==> src/hdl/ptpd_pkg.sv <==
// ptpd_pkg: shared types and constants for the point transform / perspective divide unit.
// Used by every module under hdl/. No dependencies.
package ptpd_pkg;

  localparam int FRAC_BITS  = 16;
  localparam int XW         = 32;
  localparam int PROD_W     = 2 * XW;
  localparam int ACC_W      = PROD_W + 2;
  localparam int QBITS      = XW;
  localparam int REM_W      = ACC_W + QBITS;
  localparam int MAT_N      = 16;
  localparam int BIT_W      = $clog2(QBITS);

  typedef enum logic {
    OP_LOAD  = 1'b0,
    OP_XFORM = 1'b1
  } op_t;

  typedef struct packed {
    op_t                  op;
    logic [3:0]           entry_index;
    logic signed [XW-1:0] entry_value;
    logic signed [XW-1:0] point_x;
    logic signed [XW-1:0] point_y;
    logic signed [XW-1:0] point_z;
  } in_item_t;

  typedef struct packed {
    logic signed [XW-1:0] out_x;
    logic signed [XW-1:0] out_y;
    logic signed [XW-1:0] out_z;
    logic                 w_zero;
    logic                 saturated;
  } out_item_t;

  typedef logic [MAT_N-1:0][XW-1:0] mat_t;

  // Dot-product results: c[0..2] coordinates, c[3] homogeneous w
  typedef struct packed {
    logic                     valid;
    logic [2:0][XW-1:0]       pt;
    logic [3:0][ACC_W-1:0]    c;
  } dot_t;

  // One coordinate in flight through the divider
  typedef struct packed {
    logic [REM_W-1:0] rem;
    logic [QBITS-1:0] q;
    logic             neg;
    logic             ovf;
  } lane_t;

  typedef struct packed {
    logic             valid;
    logic             wz;
    logic [ACC_W-1:0] den;
    lane_t [2:0]      lane;
  } div_stage_t;

endpackage

==> src/hdl/ptpd_div_step.sv <==
// ptpd_div_step: one registered restoring-division step producing one quotient bit per lane.
// Depends on ptpd_pkg.
module ptpd_div_step (
  input  logic                        clk,
  input  logic                        rst_n,
  input  logic                        adv,
  input  logic [ptpd_pkg::BIT_W-1:0]  bit_idx,
  input  ptpd_pkg::div_stage_t        st_i,
  output ptpd_pkg::div_stage_t        st_o
);
  import ptpd_pkg::*;

  logic [REM_W-1:0] dsh;
  div_stage_t       st_r;
  div_stage_t       st_nxt;

  // Compare and subtract the shifted divisor; skip on zero w or known overflow
  always_comb begin
    st_nxt = st_i;
    dsh    = REM_W'(st_i.den) << bit_idx;
    for (int k = 0; k < 3; k++) begin
      if (!st_i.wz && !st_i.lane[k].ovf && (st_i.lane[k].rem >= dsh)) begin
        st_nxt.lane[k].rem        = st_i.lane[k].rem - dsh;
        st_nxt.lane[k].q[bit_idx] = 1'b1;
      end
    end
  end

  always_ff @(posedge clk) begin
    if (!rst_n) begin
      st_r.valid <= 1'b0;
    end else if (adv) begin
      st_r.valid <= st_nxt.valid;
    end
  end

  always_ff @(posedge clk) begin
    if (adv) begin
      st_r.wz   <= st_nxt.wz;
      st_r.den  <= st_nxt.den;
      st_r.lane <= st_nxt.lane;
    end
  end

  assign st_o = st_r;

endmodule

==> config.mk <==
export PLATFORM = sky130hd
export DESIGN_NAME = ptpd_div_step
export DESIGN_NICKNAME = d
export VERILOG_FILES = /design/src/hdl/ptpd_pkg.sv /design/src/hdl/ptpd_div_step.sv
export SDC_FILE = /design/constraint.sdc
export NUM_CORES = 2
export LEC_CHECK = 0
export BUFFER_PORTS_ARGS = -buffer_cell sky130_fd_sc_hd__buf_2
export CORE_AREA = 2 2 362 364
export CTS_CLUSTER_SIZE = 10
export DETAILED_ROUTE_END_ITERATION = 6
export DIE_AREA = 0 0 364 366
export SLEW_MARGIN = 30
export SYNTH_ARGS = -nofsm -noshare
export SYNTH_HDL_FRONTEND = slang
export SYNTH_SLANG_ARGS = --single-unit
==> constraint.sdc <==
create_clock -name clk -period 5.6 [get_ports clk]
set_input_delay 0.28 -clock clk [delete_from_list [all_inputs] [get_ports clk]]
set_output_delay 0.28 -clock clk [all_outputs]
set_load 0.02 [all_outputs]
==> out/results.tsv <==
metric	value	unit
status	complete, no violations	
first-pass GRT wire length	304000	µm
Tightest Pin Transition	0.982	ns
Avg Cell Area, Syn	8.88	µm²
vias in the first global route	45094	
routed len/inst	25.0	µm
Rows	132	
Synth cell types	95	
Area growth syn-to-layout	52.5	%
drt first pass iters	6	
layout cells sized above 1	0.351	
final period utilization	0.973	
DIE AREA	0.133	mm²
routed wire length	215000	µm
biggest area consumer among synthesized cells	edfxtp_1	
Final WS setup	0.149	ns
max-slew headroom at the worst pin	0.345	
WP data arrival	5.87	ns
Max Freq	0.183	GHz
chip height	366	µm
MaxCap Viol Count	0	
DRC Markers	0	
gr usage total	0.310	
crit path cell chain	dlygate4sd3_1, buf_2, mux4_2, mux2_2, o21ai_0, buf_4, mux2_2, ha_1, and3_1, and4_1, nor4b_4, nand2_1, nor4_2, a2bb2oi_2, buf_4, o31ai_4, a211o_2, a31o_4, a31oi_4, buf_12, buf_12, buf_4, nand2_1, o21ai_0	
IO Count	936	
final setup vio count	0	
largest net degree at the start of global routing	122	
post-synthesis register bit count	464	
count of final max-slew check failures	0	
Mapped Cells	4515	
Post-DP Area	0.0553	mm²
WS Path Type	in -> reg	
Max H-tree Level	2	
net count after synthesis	5281	
total power	16600	µW
Synth Warn #	0	
async set-reset flop share out of synthesis	0	
initial antenna violation count	54	
die width	364	µm
hold slack final	0.0343	ns
pre-CTS WS	-0.599	ns
remaining global-route overflow	0	
Starting Density	0.311	
dpl hpwl	180000	µm
TritonCTS Buffers	60	
final antenna-violating net count	0	
routability-driven placement congestion ratio	0.983	
Tmin final	5.45	ns
Static Leak	0.0277	µW
Design Area, Final	0.0611	mm²
max FFs per register	464	
cells on worst reg2reg path	3	
Cell Pwr Density	271	mW/mm²
IO buf count	935	
hold path depth	3	
clock slew seen by the registers of the worst setup and hold paths	0.05	ns
vias per inst	5.32	
CTS Sinks	464	
Critical Path RT	6.02	ns
sequential element share of the synthesized area	0.347	
Post-synth top flop	edfxtp_1	
number of synthesized flops with an enable pin	463	
vias post-DR	45840	
endpoints failing hold	0	
Setup crit start kind	input pin	
clk_lat worst skew	0.68	ns
IR drop worst, VDD	0.247	mV
CTS tree	done	
CTS max path bufs	3	
hold crit path type	in -> reg	
critical path's largest stage delay	0.55	ns
Final Skew	0	ns
synth top area cells	edfxtp_1, ha_1, a21oi_1	
critical path capture point type	flip-flop	
Slowest-stage cell, CP	dlygate4sd3_1	
Iter 0 DRT Violations	3987	
core area	0.129	mm²
clk root buf	clkbuf_16	
Max Fanout on Critical Path	28	
Synth top area share	0.347	
Mapped Area	0.0401	mm²
most used cell, CP	buf_4	
nets	7580	
==> stage by stage <==
stage	instances	setup TNS [ns]	util
floorplan	4515	0	-
global placement	8118	-103.40	0.429
detailed placement	8118	-107.89	0.429
CTS	8580	0	0.472
global route	8601	-0.0958	0.474
finish	8615	0	0.474
==> synthesized netlist by cell type (8+ instances only) <==
library cell / count
and2_1: 21
o21bai_1: 120
nor2b_1: 43
or2_2: 19
clkbuf_1: 192
buf_6: 8
mux2i_1: 61
o31ai_1: 17
mux2_1: 9
or3_1: 13
nand4_1: 128
mux2_2: 55
o31a_1: 8
inv_1: 103
nor4_1: 21
xnor2_1: 158
buf_1: 24
nor3_1: 59
ha_1: 291
nand2b_1: 38
a21o_1: 250
o21a_1: 31
o21ai_1: 43
a211oi_1: 26
o21ai_0: 330
and3_1: 33
edfxtp_1: 463
xor2_1: 119
a21oi_1: 546
and4_1: 12
nand2_1: 479
a21boi_0: 18
nor2_1: 400
mux4_2: 52
a31oi_1: 35
a221o_1: 10
o221ai_1: 12
o211ai_1: 15
nand3_1: 72
buf_2: 44
==> cells in the final DEF, fill, tap and decap left out, types with 21 or more instances in the layout <==
cell,n
a211oi_1,26
a21o_1,250
a21oi_1,542
a31oi_1,34
and2_1,21
and3_1,33
buf_12,40
buf_2,929
buf_4,1167
clkbuf_16,61
diode_2,32
dlygate4sd3_1,373
edfxtp_1,463
ha_1,290
inv_1,103
mux2_2,53
mux2i_1,58
mux4_2,52
nand2_1,479
nand2b_1,38
nand3_1,72
nand4_1,128
nor2_1,400
nor2b_1,43
nor3_1,57
o21a_1,30
o21ai_0,326
o21ai_1,47
o21bai_1,120
xnor2_1,158
xor2_1,119
==> worst max-delay path, delay by kind of cell <==
kind            cells  cell delay, ns
buf+inv             7            1.65
compound gates      7            1.33
fa+ha+maj           1            0.22
mux                 3            1.09
simple gates        6            1.15
==> final cells by class <==
| class | instances | area (µm²) |
|---|---|---|
| antenna | 32 | 80.1 |
| timing repair buffer | 2514 | 18000 |
| multi-input combinational | 3670 | 24700 |
| inverter | 104 | 390 |
| tap | 1742 | 2180 |
| clock buffer | 68 | 1530 |
| fill | 12333 | 67800 |
| clock inverter | 21 | 263 |
| sequential | 464 | 13900 |
==> where the power goes <==
part | switching [µW] | total [µW] | internal, µW
Clock | 1590 | 3700 | 2110
Combinational | 4750 | 8470 | 3720
Sequential | 146 | 4420 | 4270
Total | 6490 | 16600 | 10100
==> cell families after synthesis <==
kind of cell               after synthesis  share of synthesized area
buffers and inverters                  381                     0.0393
and+or+nand+nor                       1359                      0.155
adders and majority gates              294                     0.0923
xor gates and xnor gates               277                     0.0605
muxes                                  182                     0.0643
DFF                                    464                      0.347
AOI/OAI and AO/OA                     1558                      0.241
==> final timing paths <==
kind / to / slack (ns) / from
worst max-delay path: st_o[300] / 0.15 / st_i[440]
worst min-delay path: st_o[97] / 0.03 / st_i[97]
worst max register to register: st_o[463] / 4.43 / st_o[463]
worst min register to register: st_o[463] / 1.11 / st_o[463]
==> timing repair <==
action / CTS / global route
endpoints found under the setup margin: 0 / 112
hold endpoints to repair: 372 / 0
gates resized for setup: 0 / 35
hold buffers: 373 / 0
buffers inserted: 0 / 2
==> per-layer routing <==
layer | global-route usage | wire (µm) | vias up | share of wire
li1 | - | - | 21486 | -
met1 | 0.392 | 88100 | 21815 | 0.41
met2 | 0.505 | 98800 | 2060 | 0.46
met3 | 0.0690 | 17900 | 431 | 0.083
met4 | 0.135 | 10200 | 48 | 0.048
met5 | 0 | 306 | - | 0.0014
No activity file was read; power rests on OpenSTA's default activity.
