===== config.mk =====
export PLATFORM = sky130hd
export DESIGN_NAME = ptpd_prep
export DESIGN_NICKNAME = d
export VERILOG_FILES = /design/src/hdl/ptpd_pkg.sv /design/src/hdl/ptpd_prep.sv
export SDC_FILE = /design/constraint.sdc
export NUM_CORES = 1
export LEC_CHECK = 0
export BUFFER_PORTS_ARGS = -buffer_cell sky130_fd_sc_hd__buf_2
export CAP_MARGIN = 20
export CORE_AREA = 2 2 326 328
export CTS_BUF_LIST = sky130_fd_sc_hd__clkbuf_2
export CTS_CLUSTER_SIZE = 8
export DETAILED_ROUTE_END_ITERATION = 8
export DIE_AREA = 0 0 328 330
export HOLD_SLACK_MARGIN = 0.02
export SYNTH_ARGS = -nofsm -noshare
export SYNTH_HDL_FRONTEND = slang
export SYNTH_SLANG_ARGS = --single-unit

===== constraint.sdc =====
create_clock -name clk -period 3.25 [get_ports clk]
set_input_delay 0.65 -clock clk [delete_from_list [all_inputs] [get_ports clk]]
set_output_delay 0.65 -clock clk [all_outputs]
set_load 0.01 [all_outputs]

===== src/hdl/ptpd_pkg.sv =====
// ptpd_pkg: shared types and constants for the point transform / perspective divide unit.
// Used by every module under hdl/. No dependencies.
package ptpd_pkg;

  localparam int FRAC_BITS  = 16;
  localparam int XW         = 32;
  localparam int PROD_W     = 2 * XW;
  localparam int ACC_W      = PROD_W + 2;
  localparam int QBITS      = XW;
  localparam int REM_W      = ACC_W + QBITS;
  localparam int MAT_N      = 16;
  localparam int BIT_W      = $clog2(QBITS);

  typedef enum logic {
    OP_LOAD  = 1'b0,
    OP_XFORM = 1'b1
  } op_t;

  typedef struct packed {
    op_t                  op;
    logic [3:0]           entry_index;
    logic signed [XW-1:0] entry_value;
    logic signed [XW-1:0] point_x;
    logic signed [XW-1:0] point_y;
    logic signed [XW-1:0] point_z;
  } in_item_t;

  typedef struct packed {
    logic signed [XW-1:0] out_x;
    logic signed [XW-1:0] out_y;
    logic signed [XW-1:0] out_z;
    logic                 w_zero;
    logic                 saturated;
  } out_item_t;

  typedef logic [MAT_N-1:0][XW-1:0] mat_t;

  // Dot-product results: c[0..2] coordinates, c[3] homogeneous w
  typedef struct packed {
    logic                     valid;
    logic [2:0][XW-1:0]       pt;
    logic [3:0][ACC_W-1:0]    c;
  } dot_t;

  // One coordinate in flight through the divider
  typedef struct packed {
    logic [REM_W-1:0] rem;
    logic [QBITS-1:0] q;
    logic             neg;
    logic             ovf;
  } lane_t;

  typedef struct packed {
    logic             valid;
    logic             wz;
    logic [ACC_W-1:0] den;
    lane_t [2:0]      lane;
  } div_stage_t;

endpackage


===== src/hdl/ptpd_prep.sv =====
// ptpd_prep: sign split, zero-w detect and overflow precheck ahead of the divider.
// Depends on ptpd_pkg.
module ptpd_prep (
  input  logic                   clk,
  input  logic                   rst_n,
  input  logic                   adv,
  input  ptpd_pkg::dot_t         dot_i,
  output ptpd_pkg::div_stage_t   st_o
);
  import ptpd_pkg::*;

  logic               p1_valid_r;
  logic               p1_wz_r;
  logic [ACC_W-1:0]   p1_den_r;
  logic [ACC_W-1:0]   p1_mag_r [3];
  logic               p1_neg_r [3];
  logic [2:0][XW-1:0] p1_pt_r;
  logic [ACC_W-1:0]   w;
  logic [ACC_W-1:0]   den_nxt;
  logic [ACC_W-1:0]   mag_nxt [3];
  logic               neg_nxt [3];
  div_stage_t         st_r;
  div_stage_t         st_nxt;

  // Take magnitudes and quotient signs
  always_comb begin
    w       = dot_i.c[3];
    den_nxt = w[ACC_W-1] ? ACC_W'(0) - w : w;
    for (int k = 0; k < 3; k++) begin
      mag_nxt[k] = dot_i.c[k][ACC_W-1] ? ACC_W'(0) - dot_i.c[k] : dot_i.c[k];
      neg_nxt[k] = dot_i.c[k][ACC_W-1] ^ w[ACC_W-1];
    end
  end

  always_ff @(posedge clk) begin
    if (!rst_n) begin
      p1_valid_r <= 1'b0;
      st_r.valid <= 1'b0;
    end else if (adv) begin
      p1_valid_r <= dot_i.valid;
      st_r.valid <= p1_valid_r;
    end
  end

  always_ff @(posedge clk) begin
    if (adv) begin
      p1_wz_r  <= (w == '0);
      p1_den_r <= den_nxt;
      p1_pt_r  <= dot_i.pt;
      for (int k = 0; k < 3; k++) begin
        p1_mag_r[k] <= mag_nxt[k];
        p1_neg_r[k] <= neg_nxt[k];
      end
    end
  end

  // Scale numerators, flag quotients of 2^32 or more; zero w carries the point in q
  always_comb begin
    st_nxt       = st_r;
    st_nxt.wz    = p1_wz_r;
    st_nxt.den   = p1_den_r;
    for (int k = 0; k < 3; k++) begin
      st_nxt.lane[k].rem = REM_W'(p1_mag_r[k]) << FRAC_BITS;
      st_nxt.lane[k].ovf = (REM_W'(p1_mag_r[k]) << FRAC_BITS) >= (REM_W'(p1_den_r) << QBITS);
      st_nxt.lane[k].neg = p1_neg_r[k];
      st_nxt.lane[k].q   = p1_wz_r ? p1_pt_r[k] : '0;
    end
  end

  always_ff @(posedge clk) begin
    if (adv) begin
      st_r.wz   <= st_nxt.wz;
      st_r.den  <= st_nxt.den;
      st_r.lane <= st_nxt.lane;
    end
  end

  assign st_o = st_r;

endmodule


==> flow_summary.ini, run 1 <==
[synth]
synth.distinct_cells = 55
syn_avg_cell_area_um2 = 14.9
yosys_most_used_dff = edfxtp_1
syn_inst = 2173
synthTopCellsByArea = edfxtp_1 (68%), xnor2_1 (6.8%), ha_1 (6.0%), buf_4 (2.3%), and2_1 (1.9%)
yosys.area.top_type = edfxtp_1
netlist.area_leader.share_pct = 67.9
syn_area_um2 = 32300
synth-edff-count = 731
ys_ff_latch = 733
synth_warnings = 0
postSynth.asyncResetShare_pct = 0
synthTopCellsByCount = edfxtp_1 (731), xnor2_1 (250), ha_1 (154), nand2_1 (109), o21ai_0 (106)
seq_area_frac_synth_pct = 68.1
yosysMostFrequentCell = edfxtp_1

[floorplan]
die_x_um = 328
pin_count = 828
num_rows = 119
initial_core_util_pct = 30.9
dieHeight_um = 330

[status]
status = aborted with a tool error
tool.error = [ERROR RSZ-0060] Max buffer count reached.
lastStage = clock tree synthesis

[clocking]
cts_resized = 1
cts_inserted_buffers = 198
root_buffer = clkbuf_2
postCtsSetupBuffers = 0
clock_path_buffers = 3
hold_buffers = 959
cts_max_level = 4
cts.sinks = 733

[place]
place_area_um2 = 38900
routabilityCongestion = 0.905
post-place-ws_ns = -0.382
io_buffers = 731
place_hpwl_um = 87100
[cell families after synthesis]
logic type / count (synthesis) / share of synthesized area [%]
AO/OA/AOI/OAI: 341 / 6.90
multiplexers: 2 / 0.0620
XOR/XNOR: 255 / 6.91
adder cells (fa/ha/maj): 154 / 5.96
other: 1 / 0.0116
buffers and inverters: 203 / 3.50
AND/OR/NAND/NOR: 484 / 8.61
flip-flops: 733 / 68.1
[through the flow]
step | setup TNS, ns | util [%] | std cells
2_1_floorplan | 0 | - | 2268
3_3_place_gp | -16.11 | 37.1 | 4448
3_5_place_dp | -18.65 | 37.1 | 4448
==> run 2, diff against run 1 <==
- CTS_BUF_LIST: sky130_fd_sc_hd__clkbuf_2 -> not set
- CTS_CLUSTER_SIZE: 8 -> not set
- HOLD_SLACK_MARGIN: 0.02 -> not set
- PLACE_DENSITY_LB_ADDON: not set -> 0.15
- clock period: 3.25 -> 4.2 ns (I/O delays scaled with it)
==> flow_summary.ini, run 2 <==
[layout]
stdcell_area_um2 = 40600
multi_input_area_um2 = 9550
area_growth_pct = 25.7
nNetsFinal = 3510
layout_common_cells = edfxtp_1 (731), buf_2 (729), xnor2_1 (250)
regArea_um2 = 22000
nFillCells = 9958
layout_commonest_cell = edfxtp_1
drive_above_1_share_pct = 30.3
largest_reg_flops = 368

[floorplan]
dieHeight_um = 330
die_x_um = 328
core_area_um2 = 105000
num_rows = 119
die_area_um2 = 108000
pin_count = 828
initial_core_util_pct = 30.9

[timing]
fin_crit_sh_pct = 81.5
fin_tns_setup_ns = 0
max_slew_margin_pct = 34.9
fmax_ghz = 0.292
fin_crit_ns = 3.42
worst_slew_pin_slew_ns = 0.977
worst_clock_skew_ns = 0.0328
setup_viol = 0
grt_setup_unrepaired = no
drv_slew = 0
holdWs_ns = 0.341
hold_viol_final = 0
timing.final.ws_setup_ns = 0.777

[route]
routed-via-count = 21100
dr.pass1.iters = 5
antenna_left = 0
wl_per_cell_um = 23.5
postRouteWirelength_um = 105000
drt_first_iter_violations = 1304
drc = 0
post_drt_via_cell_ratio = 4.72

[worst_hold_path]
hp-start = dot_i[289]
min_path_cells = 1
whs_endpoint = p1_pt_r[25]$_DFFE_PP_
min_path_type = input port to flip-flop

[synth]
synth_compound_area_share_pct = 6.90
muxShareOfSynthArea_pct = 0.0619
ys_ff_latch = 733
postSynth.asyncResetShare_pct = 0
synth-edff-count = 731
synth_warnings = 0
syn_area_um2 = 32300
synthXorXnorAreaFrac_pct = 6.91
yosys.area.top_type = edfxtp_1
yosysMostFrequentCell = edfxtp_1
synth_top_family_by_area = simple AND/OR/NAND/NOR gates
synthAdderAreaFrac_pct = 5.96
seq_area_frac_synth_pct = 68.1
synth.distinct_cells = 55
netlist.area_leader.share_pct = 67.9
yosys_most_used_dff = edfxtp_1
synthTopCellsByArea = edfxtp_1 (68%), xnor2_1 (6.8%), ha_1 (6.0%), buf_4 (2.3%), and2_1 (1.9%)
syn_inst = 2173
synth_simple_gate_area_share_pct = 8.61
synthTopCellsByCount = edfxtp_1 (731), xnor2_1 (250), ha_1 (154), nand2_1 (109), o21ai_0 (106)
syn_avg_cell_area_um2 = 14.9

[critical_path]
r2r_slack_ns = 0.94
cp_max_fo = 8
path_cells = buf_2 > or4_1 > or4_1 > or4_1 > nor2_2 > nand2_1 > o31ai_1 > xnor2_1
rr_endpoint = st_o[264]$_DFFE_PP_
critical_path.max_stage_delay_ns = 0.75
path_class = input port to flip-flop
reg2reg_depth = 8
crit_top_cell = or4_1
crit_required_ns = 4.62
crit_path_start_kind = input port
slowest_stage = or4_1
arrival_ns = 3.84
cp-end-kind = flip-flop
r2r_start = p1_den_r[0]$_DFFE_PP_

[clocking]
clock_path_buffers = 3
clk_pin_slew_ns = 0.06
root_buffer = clkbuf_16
cts_inserted_buffers = 84
cts_tree = yes
cts_max_level = 3
clock_latency_ns = 0.67
postCtsSetupBuffers = 0
cts.sinks = 733
hold_buffers = 0
cts_resized = 0

[run]
cap_viol_max_count = 0

[place]
place_area_um2 = 37600
place_hpwl_um = 83900
post-place-ws_ns = 0.0211
io_buffers = 731
routabilityCongestion = 0.919

[status]
status = completed

[pwr]
power-per-cell-area_nw_per_um2 = 471
p_sw_uw = 4770
comb_power_share_pct = 11.2
leakagePower_uw = 0.0156
pwr-share-clk_pct = 41.0
finalPower_uw = 19200
vdd_drop_max_mv = 0.351
seq_power_share_pct = 47.8
swShare_pct = 24.9
p_int_uw = 14400

[global_routing]
grt_usage_pct = 18.7
grt_overflow = 0
grt_max_degree = 89
grt_pass1_wl_um = 146000
antenna_found_initial = 36
grt_pass1_vias = 21200
==> run 2: cell counts after synthesis <==
No cell type changed its count.
==> run 2: kinds of logic (layout without fill, tap and decap cells) <==
logic type | Yosys count | after routing
AND/OR/NAND/NOR | 484 | 484
buffers and inverters | 203 | 996
XOR/XNOR | 255 | 255
AO/OA/AOI/OAI | 341 | 341
other | 1 | 114
flip-flops | 733 | 733
adder cells (fa/ha/maj) | 154 | 154
multiplexers | 2 | 2
==> run 2: worst max path at each step <==
stage / from / to / slack (ns) / depth (start not counted)
floorplan: dot_i[118] / p1_mag_r[0][130]$_DFFE_PP_ / 0.78 / 7
detailed placement: dot_i[153] / p1_mag_r[0][193]$_DFFE_PP_ / 0.02 / 8
CTS: dot_i[153] / p1_mag_r[0][193]$_DFFE_PP_ / 0.76 / 8
global placement: dot_i[153] / p1_mag_r[0][185]$_DFFE_PP_ / 0.12 / 8
finish: dot_i[153] / p1_mag_r[0][193]$_DFFE_PP_ / 0.78 / 8
global route: dot_i[151] / p1_mag_r[0][185]$_DFFE_PP_ / 0.64 / 8
==> run 2: cell type report <==
| class | count | share of cell area, % |
|---|---|---|
| repair buffers | 779 | 10.1 |
| diodes | 18 | 0.111 |
| flip-flops and latches | 733 | 54.1 |
| multi-input cells | 1332 | 23.5 |
| well taps | 1391 | 4.28 |
| inverters | 62 | 0.573 |
| clock buffers | 98 | 5.30 |
| clock inverters | 57 | 1.98 |
==> run 2: stage by stage <==
step	instances	utilization, %
2_1_floorplan	2268	-
3_3_place_gp	4297	35.9
3_5_place_dp	4297	35.9
4_1_cts	4452	38.8
5_1_grt	4460	38.8
6_report	4470	38.8
==> run 2: routing by layer <==
layer,routed length (um),global-route usage [%]
met2,50900,31.6
met5,286,0
met1,42000,22.2
met4,2330,5.34
met3,9570,6.86
==> run 2: power by group through the flow <==
| stage | Clock (uW) | Combinational (uW) | Sequential (uW) |
|---|---|---|---|
| 2_1_floorplan | 0 | 964 | 9300 |
| 3_3_place_gp | 0 | 2120 | 9300 |
| 3_5_place_dp | 0 | 2170 | 9310 |
| 4_1_cts | 8070 | 2180 | 9160 |
| 5_1_grt | 8340 | 2390 | 9210 |
| 6_report | 7860 | 2150 | 9150 |
==> run 2: critical path: cells and delay by family <==
kind | cells | cell delay (ns)
buf+inv | 1 | 0.11
xor+xnor | 1 | 0.11
simple gates | 5 | 2.40
compound gates | 1 | 0.36
Power figures use the tool's default switching activity.
==> run 3, diff against run 2 <==
- clock period: 4.2 -> 3 ns (I/O delays scaled with it)
==> flow_summary.ini, run 3 (synthesis gave the netlist of run 2 again) <==
[route]
routed-via-count = 21700
dr.pass1.iters = 5
met3_length_um = 7990
drt_first_iter_violations = 1308
post_drt_via_cell_ratio = 4.67
drc = 0
wl_per_cell_um = 22.9
postRouteWirelength_um = 106000
antenna_left = 0
top_layer = met5
met2RoutedLength_um = 51700
met1_length_um = 44000

[critical_path]
critical_path.max_stage_delay_ns = 0.70
r2r_start = p1_den_r[32]$_DFFE_PP_
cp-end-kind = flip-flop
path_class = input port to flip-flop
crit_required_ns = 3.39
slowest_stage = or4_1
crit_path_start_kind = input port
r2r_slack_ns = 0.20
arrival_ns = 3.30
reg2reg_depth = 9
cp_max_fo = 2
rr_endpoint = st_o[0]$_DFFE_PP_
path_cells = buf_2 > or4_1 > nor4_2 > buf_4 > nand4_1 > buf_4 > or4_1 > or2_1 > o31ai_1 > xnor2_1

[floorplan]
die_area_um2 = 108000
initial_core_util_pct = 30.9
core_area_um2 = 105000
pin_count = 828
num_rows = 119
dieHeight_um = 330
die_x_um = 328

[pwr]
p_int_uw = 19900
vdd_drop_max_mv = 0.422
swShare_pct = 24.7
power-per-cell-area_nw_per_um2 = 626
pwr-share-clk_pct = 39.3
p_sw_uw = 6530
seq_power_share_pct = 48.6
leakagePower_uw = 0.0165
comb_power_share_pct = 12.1

[clocking]
cts_max_level = 3
cts.sinks = 733
cts_tree = yes
clock_latency_ns = 0.65
root_buffer = clkbuf_16
clock_path_buffers = 3
clk_pin_slew_ns = 0.06
cts_inserted_buffers = 85
hold_buffers = 0
postCtsSetupBuffers = 0

[timing]
hold_viol_final = 0
grt_setup_unrepaired = no
worst_clock_skew_ns = 0.0210
timing.final.ws_setup_ns = 0.0852
fmax_ghz = 0.343
max_slew_margin_pct = 45.9
fin_crit_ns = 2.91
worst_slew_pin_slew_ns = 0.811
setup_viol = 0
fin_crit_sh_pct = 97.2
drv_slew = 0

[layout]
drive_above_1_share_pct = 35.4
layout_common_cells = edfxtp_1 (731), buf_2 (730), xnor2_1 (250)
nNetsFinal = 3694
area_growth_pct = 30.4
largest_reg_flops = 368
layout_commonest_cell = edfxtp_1
layoutNonFillerInstCount = 4648

[global_routing]
grt_pass1_vias = 22200
grt_usage_pct = 18.9
grt_overflow = 0
grt_pass1_wl_um = 149000
antenna_found_initial = 25
grt_max_degree = 98

[status]
status = completed

[place]
routabilityCongestion = 0.919
io_buffers = 731
place_hpwl_um = 85700
dp.cells = 4480
post-place-ws_ns = -0.934

[run]
cap_viol_max_count = 0

[worst_hold_path]
whs_endpoint = p1_pt_r[66]$_DFFE_PP_
min_path_type = input port to flip-flop
min_path_cells = 1
hp-start = dot_i[330]
[run 3: power by group through the flow]
stage                     Sequential, uW  Clock [uW]  Combinational [uW]
after CTS                          12800       10700                3250
after detailed placement           13000           0                3210
final                              12800       10400                3190
after floorplan                    13000           0                1360
after global placement             13000           0                3150
after global routing               12900       11100                3550
[run 3: final cells by class]
type                       instances  area [um2]
antenna                           13        32.5
clock buffer                     104        2280
clock inverter                    51         495
fill                            9911       62500
inverter                          62         233
multi-input combinational       1332        9800
sequential                       733       22000
tap                             1391        1740
timing repair buffer             962        5570
[run 3: worst max-delay path: cells and delay by family]
kind	cells	cell delay, ns
simple gates	5	1.87
buf+inv	3	0.45
compound gates	1	0.26
xor+xnor	1	0.12
[run 3: what timing repair did]
item	CTS	global route
resized for setup	7	7
setup endpoints to repair	10	6
gates cloned	0	0
pin swaps	1	0
[run 3: worst max-delay path by stage]
stage	slack (ns)	cells past startpoint	endpoint	startpoint
CTS	0.002	10	p1_den_r[56]$_DFFE_PP_	dot_i[229]
floorplan	-0.18	7	p1_mag_r[0][130]$_DFFE_PP_	dot_i[118]
detailed placement	-0.93	10	p1_mag_r[0][186]$_DFFE_PP_	dot_i[153]
finish	0.09	10	p1_den_r[56]$_DFFE_PP_	dot_i[229]
global route	0.009	10	p1_mag_r[0][192]$_DFFE_PP_	dot_i[153]
global placement	-0.90	10	p1_mag_r[0][192]$_DFFE_PP_	dot_i[153]
[run 3: through the flow]
stage,utilization (%),power (uW),hold WS (ns),instance area (um2),setup TNS [ns]
after CTS,40.2,26800,0.0574,42100,0
after floorplan,-,14400,0.400,32800,-0.813
after global placement,37.5,16200,0.414,39300,-45.64
after global routing,40.2,27500,0.0752,42100,0
final,40.3,26400,0.121,42100,0
after detailed placement,37.5,16300,0.418,39300,-46.84
[run 3: layer usage]
| layer | up-vias | GRT usage (%) |
|---|---|---|
| li1 | 10100 | - |
| met1 | 10600 | 23.3 |
| met2 | 761 | 31.9 |
| met3 | 153 | 5.54 |
| met4 | 16 | 6.18 |
| met5 | - | 0 |
